==> config.mk <==
export PLATFORM = sky130hd
export DESIGN_NAME = rtsp_ctrl
export DESIGN_NICKNAME = d
export VERILOG_FILES = /design/src/rtl/rtsp_pkg.sv /design/src/rtl/rtsp_ctrl.sv
export SDC_FILE = /design/constraint.sdc
export NUM_CORES = 1
export LEC_CHECK = 0
export BUFFER_PORTS_ARGS = -buffer_cell sky130_fd_sc_hd__buf_2
export CORE_MARGIN = 1
export CORE_UTILIZATION = 56
export CTS_BUF_LIST = sky130_fd_sc_hd__clkbuf_8
export DETAILED_ROUTE_END_ITERATION = 7
export HOLD_SLACK_MARGIN = 0.03
export MAX_ROUTING_LAYER = met4
export PLACE_DENSITY = 0.81
export SYNTH_ARGS = -nofsm -noshare
export SYNTH_HDL_FRONTEND = slang
export SYNTH_SLANG_ARGS = --single-unit
==> constraint.sdc <==
create_clock -name i_clk -period 2.27 [get_ports i_clk]
set_clock_uncertainty 0.15 [all_clocks]
set_input_delay 0 -clock i_clk [delete_from_list [all_inputs] [get_ports i_clk]]
set_output_delay 0 -clock i_clk [all_outputs]
set_load 0.01 [all_outputs]
==> src/rtl/rtsp_pkg.sv <==
package rtsp_pkg;

    localparam int MAX_NODES   = 256;
    localparam int NODE_W      = 8;
    localparam int CNT_W       = 9;
    localparam int WEIGHT_BITS = 16;
    localparam int DIST_BITS   = 24;
    localparam int TOTAL_W     = DIST_BITS + 1;
    localparam int ADJ_AW      = 2 * NODE_W;
    localparam int CFG_IDX_W   = 2;
    localparam int CFG_DATA_W  = 9;

    localparam logic [DIST_BITS-1:0] DIST_INF = {DIST_BITS{1'b1}};
    localparam logic [DIST_BITS-1:0] DIST_MAX = DIST_INF - 1'b1;

    localparam logic [CFG_IDX_W-1:0] REG_NODE_COUNT  = 2'd0;
    localparam logic [CFG_IDX_W-1:0] REG_SOURCE_NODE = 2'd1;
    localparam logic [CFG_IDX_W-1:0] REG_DEST_NODE   = 2'd2;

    typedef enum logic [3:0] {
        OP_NONE,
        OP_CLR,
        OP_WR,
        OP_LOAD,
        OP_INIT,
        OP_SCAN,
        OP_MARK,
        OP_RELAX,
        OP_READT,
        OP_FIN
    } t_op;

    typedef struct packed {
        t_op  op;
        logic round_inc;
    } t_cmd;

    typedef struct packed {
        logic clr_last;
        logic cnt_last;
        logic no_rounds;
        logic round_last;
        logic ends_bad;
        logic best_inf;
        logic pass;
    } t_sts;

endpackage

==> src/rtl/rtsp_ctrl.sv <==
module rtsp_ctrl (
    input  logic          i_clk,
    input  logic          i_rst_n,
    input  logic          i_start,
    input  logic          i_func,
    input  rtsp_pkg::t_sts i_sts,
    output rtsp_pkg::t_cmd o_cmd,
    output logic          o_busy,
    output logic          o_done
);
    import rtsp_pkg::*;

    typedef enum logic [11:0] {
        S_CLEAR = 12'b000000000001,
        S_IDLE  = 12'b000000000010,
        S_LOAD  = 12'b000000000100,
        S_INIT  = 12'b000000001000,
        S_SCAN  = 12'b000000010000,
        S_SDRN  = 12'b000000100000,
        S_MARK  = 12'b000001000000,
        S_RELAX = 12'b000010000000,
        S_RDRN  = 12'b000100000000,
        S_READT = 12'b001000000000,
        S_FIN   = 12'b010000000000,
        S_DONE  = 12'b100000000000
    } t_state;

    t_state r_state, n_state;

    always_ff @(posedge i_clk) begin
        if (!i_rst_n) begin
            r_state <= S_CLEAR;
        end else begin
            r_state <= n_state;
        end
    end

    always_comb begin
        n_state         = r_state;
        o_cmd.op        = OP_NONE;
        o_cmd.round_inc = 1'b0;
        case (r_state)
            S_CLEAR: begin
                o_cmd.op = OP_CLR;
                if (i_sts.clr_last) n_state = S_IDLE;
            end
            S_IDLE: begin
                if (i_start && !i_func) o_cmd.op = OP_WR;
                if (i_start && i_func) n_state = S_LOAD;
            end
            S_LOAD: begin
                o_cmd.op = OP_LOAD;
                n_state  = i_sts.ends_bad ? S_DONE : S_INIT;
            end
            S_INIT: begin
                o_cmd.op = OP_INIT;
                if (i_sts.cnt_last) n_state = i_sts.no_rounds ? S_READT : S_SCAN;
            end
            S_SCAN: begin
                o_cmd.op = OP_SCAN;
                if (i_sts.cnt_last) n_state = S_SDRN;
            end
            S_SDRN: begin
                n_state = S_MARK;
            end
            S_MARK: begin
                o_cmd.op = OP_MARK;
                if (i_sts.best_inf) begin
                    o_cmd.round_inc = 1'b1;
                    n_state = i_sts.round_last ? S_READT : S_SCAN;
                end else begin
                    n_state = S_RELAX;
                end
            end
            S_RELAX: begin
                o_cmd.op = OP_RELAX;
                if (i_sts.cnt_last) n_state = S_RDRN;
            end
            S_RDRN: begin
                o_cmd.round_inc = 1'b1;
                n_state = i_sts.round_last ? S_READT : S_SCAN;
            end
            S_READT: begin
                o_cmd.op = OP_READT;
                n_state  = S_FIN;
            end
            S_FIN: begin
                o_cmd.op = OP_FIN;
                n_state  = i_sts.pass ? S_DONE : S_INIT;
            end
            S_DONE: begin
                n_state = S_IDLE;
            end
            default: begin
                n_state = S_CLEAR;
            end
        endcase
    end

    assign o_busy = (r_state != S_IDLE);
    assign o_done = (r_state == S_DONE);

endmodule

---- Word level (Yosys, flattened, before mapping) ----
Cells that the tools add are included.
W data, S select, Z words.
word-level totals
  register bits ........................... 12
  input port bits ......................... 11
  output and inout bits ................... 7
  logic and storage cells ................. 38
operators by class
  equality and inequality tests ........... 18
  multiplexer cells ....................... 15
  reductions and logical operators ........ 4
operators with widths
  kind                    count
  $pmux W12 S12           1
  $mux W12                7
  $pmux W4 S9             1
  $mux W10                3
  $eq A12 B1 Y1 const B   1
  $eq A12 B10 Y1 const B  1
  $eq A12 B11 Y1 const B  1
  $eq A12 B12 Y1 const B  1
  $eq A12 B2 Y1 const B   1
  $eq A12 B3 Y1 const B   1
  $eq A12 B4 Y1 const B   1
  $eq A12 B5 Y1 const B   1
  $eq A12 B6 Y1 const B   1
  $eq A12 B7 Y1 const B   1
  $eq A12 B8 Y1 const B   1
  $eq A12 B9 Y1 const B   1
  $ne A12 B2 Y1 const B   1
  $ne A2 B2 Y1 const B    5
  $reduce_and A5 Y1       1
  $logic_and A1 B1 Y1     2
  $mux W2                 1
  $pmux W1 S2             1
  $logic_not A1 Y1        1
  $mux W1                 1

---- Depth between registers and ports, before layout ----
Gate-level depths: netlist of the first run.
  depth in word-level cells ............... 4
  gate-level depth with buffers ........... 6
  depth with buffers taken out ............ 5

---- Least setup slack after synthesis of the first run ----
OpenSTA, ideal clock, no wires.
  kind .................................... register -> output
  start ................................... register r_state[5]
  end ..................................... output o_cmd[2] (netlist bit)
  data arrival time ....................... 1.770 ns
  required time ........................... 2.120 ns
  slack ................................... 0.350 ns
  stages on the path, launching flop included .. 6
  path buffers ............................ 1
  cells stage by stage .................... dfxtp_1 > buf_2 > or4_4 > nor2_2 > nand3_1 > o311ai_1
RTL lines
  item                    RTL line         RTL
  start, declared         rtsp_ctrl.sv:28  t_state r_state, n_state;
  start signal, assigned  rtsp_ctrl.sv:34  r_state <= n_state;
  end, declared           rtsp_ctrl.sv:7   output rtsp_pkg::t_cmd o_cmd,

==> results of run 1 <==
[per-layer routing]
metal  vias up  wire, um
met5         -         0
met4         0        90
met3        15       263
met2        78      1325
met1       472      1085
li1        504         -
[through the flow]
step	total power (uW)	std cells	util, %	setup WS (ns)
floorplan	612.0	119	-	0.3500
global placement	729.7	150	68.67	0.2993
detailed placement	748.5	150	68.67	0.2728
CTS	956.6	160	75.89	0.03794
global route	1037	160	76.62	0.007648
finish	983.8	160	76.62	0.07156
[cell type report]
cell class	count	area [um2]	share of cell area, %
clock buffer	3	41.29	3.496
inverter	5	18.77	1.589
multi-input combinational	93	650.6	55.08
timing repair buffer	31	207.7	17.58
sequential	12	242.7	20.55
tap	16	20.02	1.695
[timing repair]
item / in CTS / in global routing
setup endpoints to repair: 0 / 2
hold buffers: 7 / 0
hold endpoints to repair: 9 / 0
resized for setup: 0 / 4
[power by group]
part / internal (uW) / switching, uW / total (uW)
logic: 217 / 248 / 466
registers: 236 / 75.9 / 312
clock network: 118 / 88.4 / 206
[critical path, delay by kind of cell (launching register included)]
family | cells | cell delay [ns]
compound gates | 1 | 0.11
buf+inv | 1 | 0.17
simple gates | 3 | 1.09
flops | 1 | 0.43
[synth_stat cells, drive strengths merged, types with 2 or more instances]
master   n  area, um2
a21o     2      15.01
a21oi    4      23.77
a32oi    2      17.52
buf      7      41.29
clkbuf   2      7.510
dfxtp   12      240.2
inv      5      18.77
nand2    6      22.52
nand3    9      50.05
nand4    3      18.77
nor2    12      47.55
nor3    10      50.05
nor3b    3      22.52
nor4     5      76.32
nor4b    5      43.79
o21a     2      15.01
o21ai    2      10.01
o22ai    3      18.77
o31ai    2      15.01
or4      4      33.78
xnor2    3      26.28
xor2     3      26.28
[cell families (layout without fill, tap and decap cells)]
logic type,after synthesis,after routing,synth area share [%]
buf+inv,14,39,7.115
simple gates,63,63,43.48
xor+xnor,6,6,5.535
flops,12,12,25.30
compound gates,24,24,18.58
[final timing paths]
path	start	end	slack, ns	cells past startpoint
max reg2reg	r_state[3]$_SDFFE_PN0P_	r_state[5]$_SDFFE_PN0P_	0.12	6
min	i_start	r_state[1]$_SDFFE_PN0P_	0.06	3
max	r_state[6]$_SDFFE_PN0P_	o_cmd[2]	0.07	5
min reg2reg	r_state[5]$_SDFFE_PN0P_	r_state[6]$_SDFFE_PN0P_	0.41	2
==> flow_summary.yaml, run 1 <==
cells_and_area:
  largestRegisters: "r_state: 12 flops"
  nNetsFinal: 157
  fill_cells: 114
  area_growth_syn_to_layout_pct: 24.37
  layout_commonest_cell: "buf_2"
  stdcell_area_um2: 1181
  largest_reg_flops: 12
  drive_gt1_share_pct: 26.39
  mostFrequentLayoutCells: "buf_2, nor2_1, nor3_1, dfxtp_1, nand3_1"
  top_register: "r_state"
  diodes: 0
timing:
  fin_tns_setup_ns: 0
  tightestPinTransition_ns: 0.5996
  rsz0062_at_grt: "no"
  drv_slew: 0
  holdWs_ns: 0.06467
  finalCritPeriodShare_pct: 96.85
  finalSetupViolCount: 0
  final_hold_viol_count: 0
  max_slew_margin_pct: 59.47
  clock.fmax_mhz: 454.9
  fin_crit_ns: 2.198
cts:
  clk_pin_slew_ns: 0.06
  cts-root-buf: "clkbuf_8"
  cts_tree: "built"
  cts-htree-levels: 1
  clock_latency_ns: 0.25
  cts.path.max_buffers: 2
  cts.sinks: 12
  cts_setup_buffers: 0
  cts_buffers: 3
synthesis:
  synth_cell_types: 41
  synth_seq_cells: 12
  yosysSeqAreaShare_pct: 25.30
  ys_warn_count: 0
  postSynthAreaPerCell_um2: 7.980
  synth_ff_type: "dfxtp_1"
  syn_inst: 119
  syn_nets: 130
  synth_edf_count: 0
  syn-cell-area_um2: 949.7
  async_flop_share_pct: 0
die:
  io_pins: 18
  row_count: 14
  start_util_pct: 61.61
  coreArea_um2: 1541
  dieWidth_um: 43.18
  die_area_um2: 1865
  die_h_um: 43.18
placement:
  placed_area_um2: 1059
  dpl.hpwl_um: 1947
  place.gp.congestion: 0.9036
  io_buffers: 17
routing:
  ant_nets: 0
  dr.pass1.iters: 4
  via_per_inst: 6.681
  drt_iter0_markers: 80
  route.detailed.drc: 0
  num_vias: 1069
  wl_um: 2764
  routedWlPerCell_um: 17.28
status:
  status: "finished clean"
global_routing:
  antenna_found_initial: 0
  overflow: 0
  use_met3_pct: 6.809
  grt_pass1_wl_um: 4491
  grt_pass1_vias: 969
  met2_usage_pct: 53.43
  globalRouteTotalUtil_pct: 33.30
  use_met1_pct: 40.46
  top_usage_layer: "met2"
  grt_max_degree: 13
setup_path:
  max_stage_delay_ns: 0.53
  cp_cell_sequence: "nor4_1 -> nand2_1 -> or4_1 -> o311ai_1 -> buf_2"
  end_kind: "output port"
  worst-setup-path-type: "flop to output port"
  worst_ep_required_time_ns: 2.12
  startpoint_type: "flop"
  cp_max_fo: 9
  crit_slowest_cell: "or4_1"
  crit_arrival_ns: 2.05
job:
  cap_violations: 0
power:
  p_per_area_nw_per_um2: 833.0
  ir_drop_mv: 0.5652
  power.leakage_uw: 0.0004787
hold_path:
  hp-class: "primary input to flop"
Note: power is estimated with default switching activity, not from simulation.
==> inputs of run 2 (changes only) <==
MAX_ROUTING_LAYER = default   (was met4)
==> flow_summary.yaml, run 2 (synthesis results as in run 1) <==
status:
  status: "finished clean"
cts:
  clk_pin_slew_ns: 0.05
  cts_tree: "built"
  clock_latency_ns: 0.24
  cts-root-buf: "clkbuf_8"
  cts-htree-levels: 1
  cts.path.max_buffers: 2
  cts_setup_buffers: 0
  cts_buffers: 3
  cts.sinks: 12
power:
  ir_drop_mv: 0.5366
  clkPwrFrac_pct: 20.2
  p_comb_share_pct: 47.7
  seqPwrFrac_pct: 32.1
  p_per_area_nw_per_um2: 828.6
  internal-power_uw: 567.7
  switching_share_pct: 41.06
  p_switching_uw: 395.4
  power.leakage_uw: 0.0004686
cells_and_area:
  drive_gt1_share_pct: 25.35
  mostFrequentLayoutCells: "buf_2, nor2_1, dfxtp_1"
  top_register: "r_state"
  largest_reg_flops: 12
  nNetsFinal: 155
  diodes: 0
  largestRegisters: "r_state: 12 flops"
  area_growth_syn_to_layout_pct: 22.40
  layout_commonest_cell: "buf_2"
global_routing:
  met2_usage_pct: 59.10
  grt_pass1_vias: 1040
  grt_pass1_wl_um: 4850
  antenna_found_initial: 0
  grt_max_degree: 13
  use_met1_pct: 43.38
  top_usage_layer: "met2"
  overflow: 0
  globalRouteTotalUtil_pct: 34.96
  use_met3_pct: 6.383
setup_path:
  r2r_slack_ns: 0.23
  startpoint_type: "flop"
  cp-startpoint: "r_state[6]$_SDFFE_PN0P_"
  crit_path_end: "o_cmd[2]"
  r2r_end: "r_state[4]$_SDFFE_PN0P_"
  cp_max_fo: 9
  worst_ep_required_time_ns: 2.12
  rr_startpoint: "r_state[2]$_SDFFE_PN0P_"
  worst-setup-path-type: "flop to output port"
  end_kind: "output port"
  crit_arrival_ns: 2.01
  r2r_cells: 5
timing:
  tightestPinTransition_ns: 0.5680
  clock.fmax_mhz: 463.6
  rsz0062_at_grt: "no"
  final_hold_viol_count: 0
  max_slew_margin_pct: 61.60
  finalCritPeriodShare_pct: 95.02
  drv_slew: 0
  finalSetupViolCount: 0
  fin_crit_ns: 2.157
  fin_tns_setup_ns: 0
  holdWs_ns: 0.04626
placement:
  dpl.hpwl_um: 1883
  io_buffers: 17
  place.gp.congestion: 0.8923
die:
  row_count: 14
  dieWidth_um: 43.18
  die_area_um2: 1865
  io_pins: 18
  start_util_pct: 61.61
  die_h_um: 43.18
  coreArea_um2: 1541
routing:
  drt_iter0_markers: 85
  ant_nets: 0
  num_vias: 1071
  wl_um: 2682
  via_per_inst: 6.778
  route.detailed.drc: 0
  routedWlPerCell_um: 16.97
  dr.pass1.iters: 4
hold_path:
  hp-class: "primary input to flop"
job:
  cap_violations: 0
-- run 2: per-layer routing --
metal / vias to the layer above / routed length, um
met5: - / 0
met4: 0 / 78
met3: 10 / 253
met2: 73 / 1291
met1: 484 / 1059
li1: 504 / -
-- run 2: how the worst min path moves through the flow --
stage                        start                 endpoint  cells after the start
after floorplan             i_func                 o_cmd[2]                      1
after global placement    i_sts[3]  r_state[9]$_SDFFE_PN0P_                      3
after detailed placement  i_sts[3]  r_state[9]$_SDFFE_PN0P_                      3
after CTS                   i_func  r_state[1]$_SDFFE_PN0P_                      3
after global routing        i_func  r_state[1]$_SDFFE_PN0P_                      3
final                       i_func  r_state[1]$_SDFFE_PN0P_                      3
-- run 2: power by group through the flow --
stage | logic (uW) | registers (uW) | clock network (uW)
final | 460 | 309 | 195
after global routing | 502 | 311 | 209
after CTS | 444 | 305 | 192
after detailed placement | 431 | 308 | 0
after global placement | 424 | 306 | 0
after floorplan | 361 | 251 | 0
-- run 2: cell type report --
type,instances,area (um2)
Multi-Input combinational cell,93,650.6
Fill cell,119,379.1
Sequential cell,12,241.5
Timing Repair Buffer,29,190.2
Clock buffer,3,41.29
Tap cell,16,20.02
Inverter,5,18.77
-- run 2: worst max-delay path, cell delays in order, from the launching register on --
cell      delay, ns
dfxtp_1        0.42
or4_4          0.57
nor2_4         0.16
nand3_1        0.17
o311ai_1       0.27
buf_2          0.17
-- run 2: timing repair --
action | in CTS | in global routing
hold buffers | 6 | 0
resized for setup | 0 | 3
hold endpoints to repair | 10 | 0
endpoints found under the setup margin | 0 | 1
-- run 2: per-stage QoR --
step	util [%]	cell area, um2	setup slack [ns]	instances	total power, uW
2_1_floorplan	-	949.7	0.3500	119	612.0
3_3_place_gp	68.18	1051	0.2865	149	730.6
3_5_place_dp	68.18	1051	0.3148	149	739.2
4_1_cts	74.76	1152	0.03988	158	940.6
5_1_grt	75.41	1162	0.02280	158	1022
6_report	75.41	1162	0.1129	158	963.1
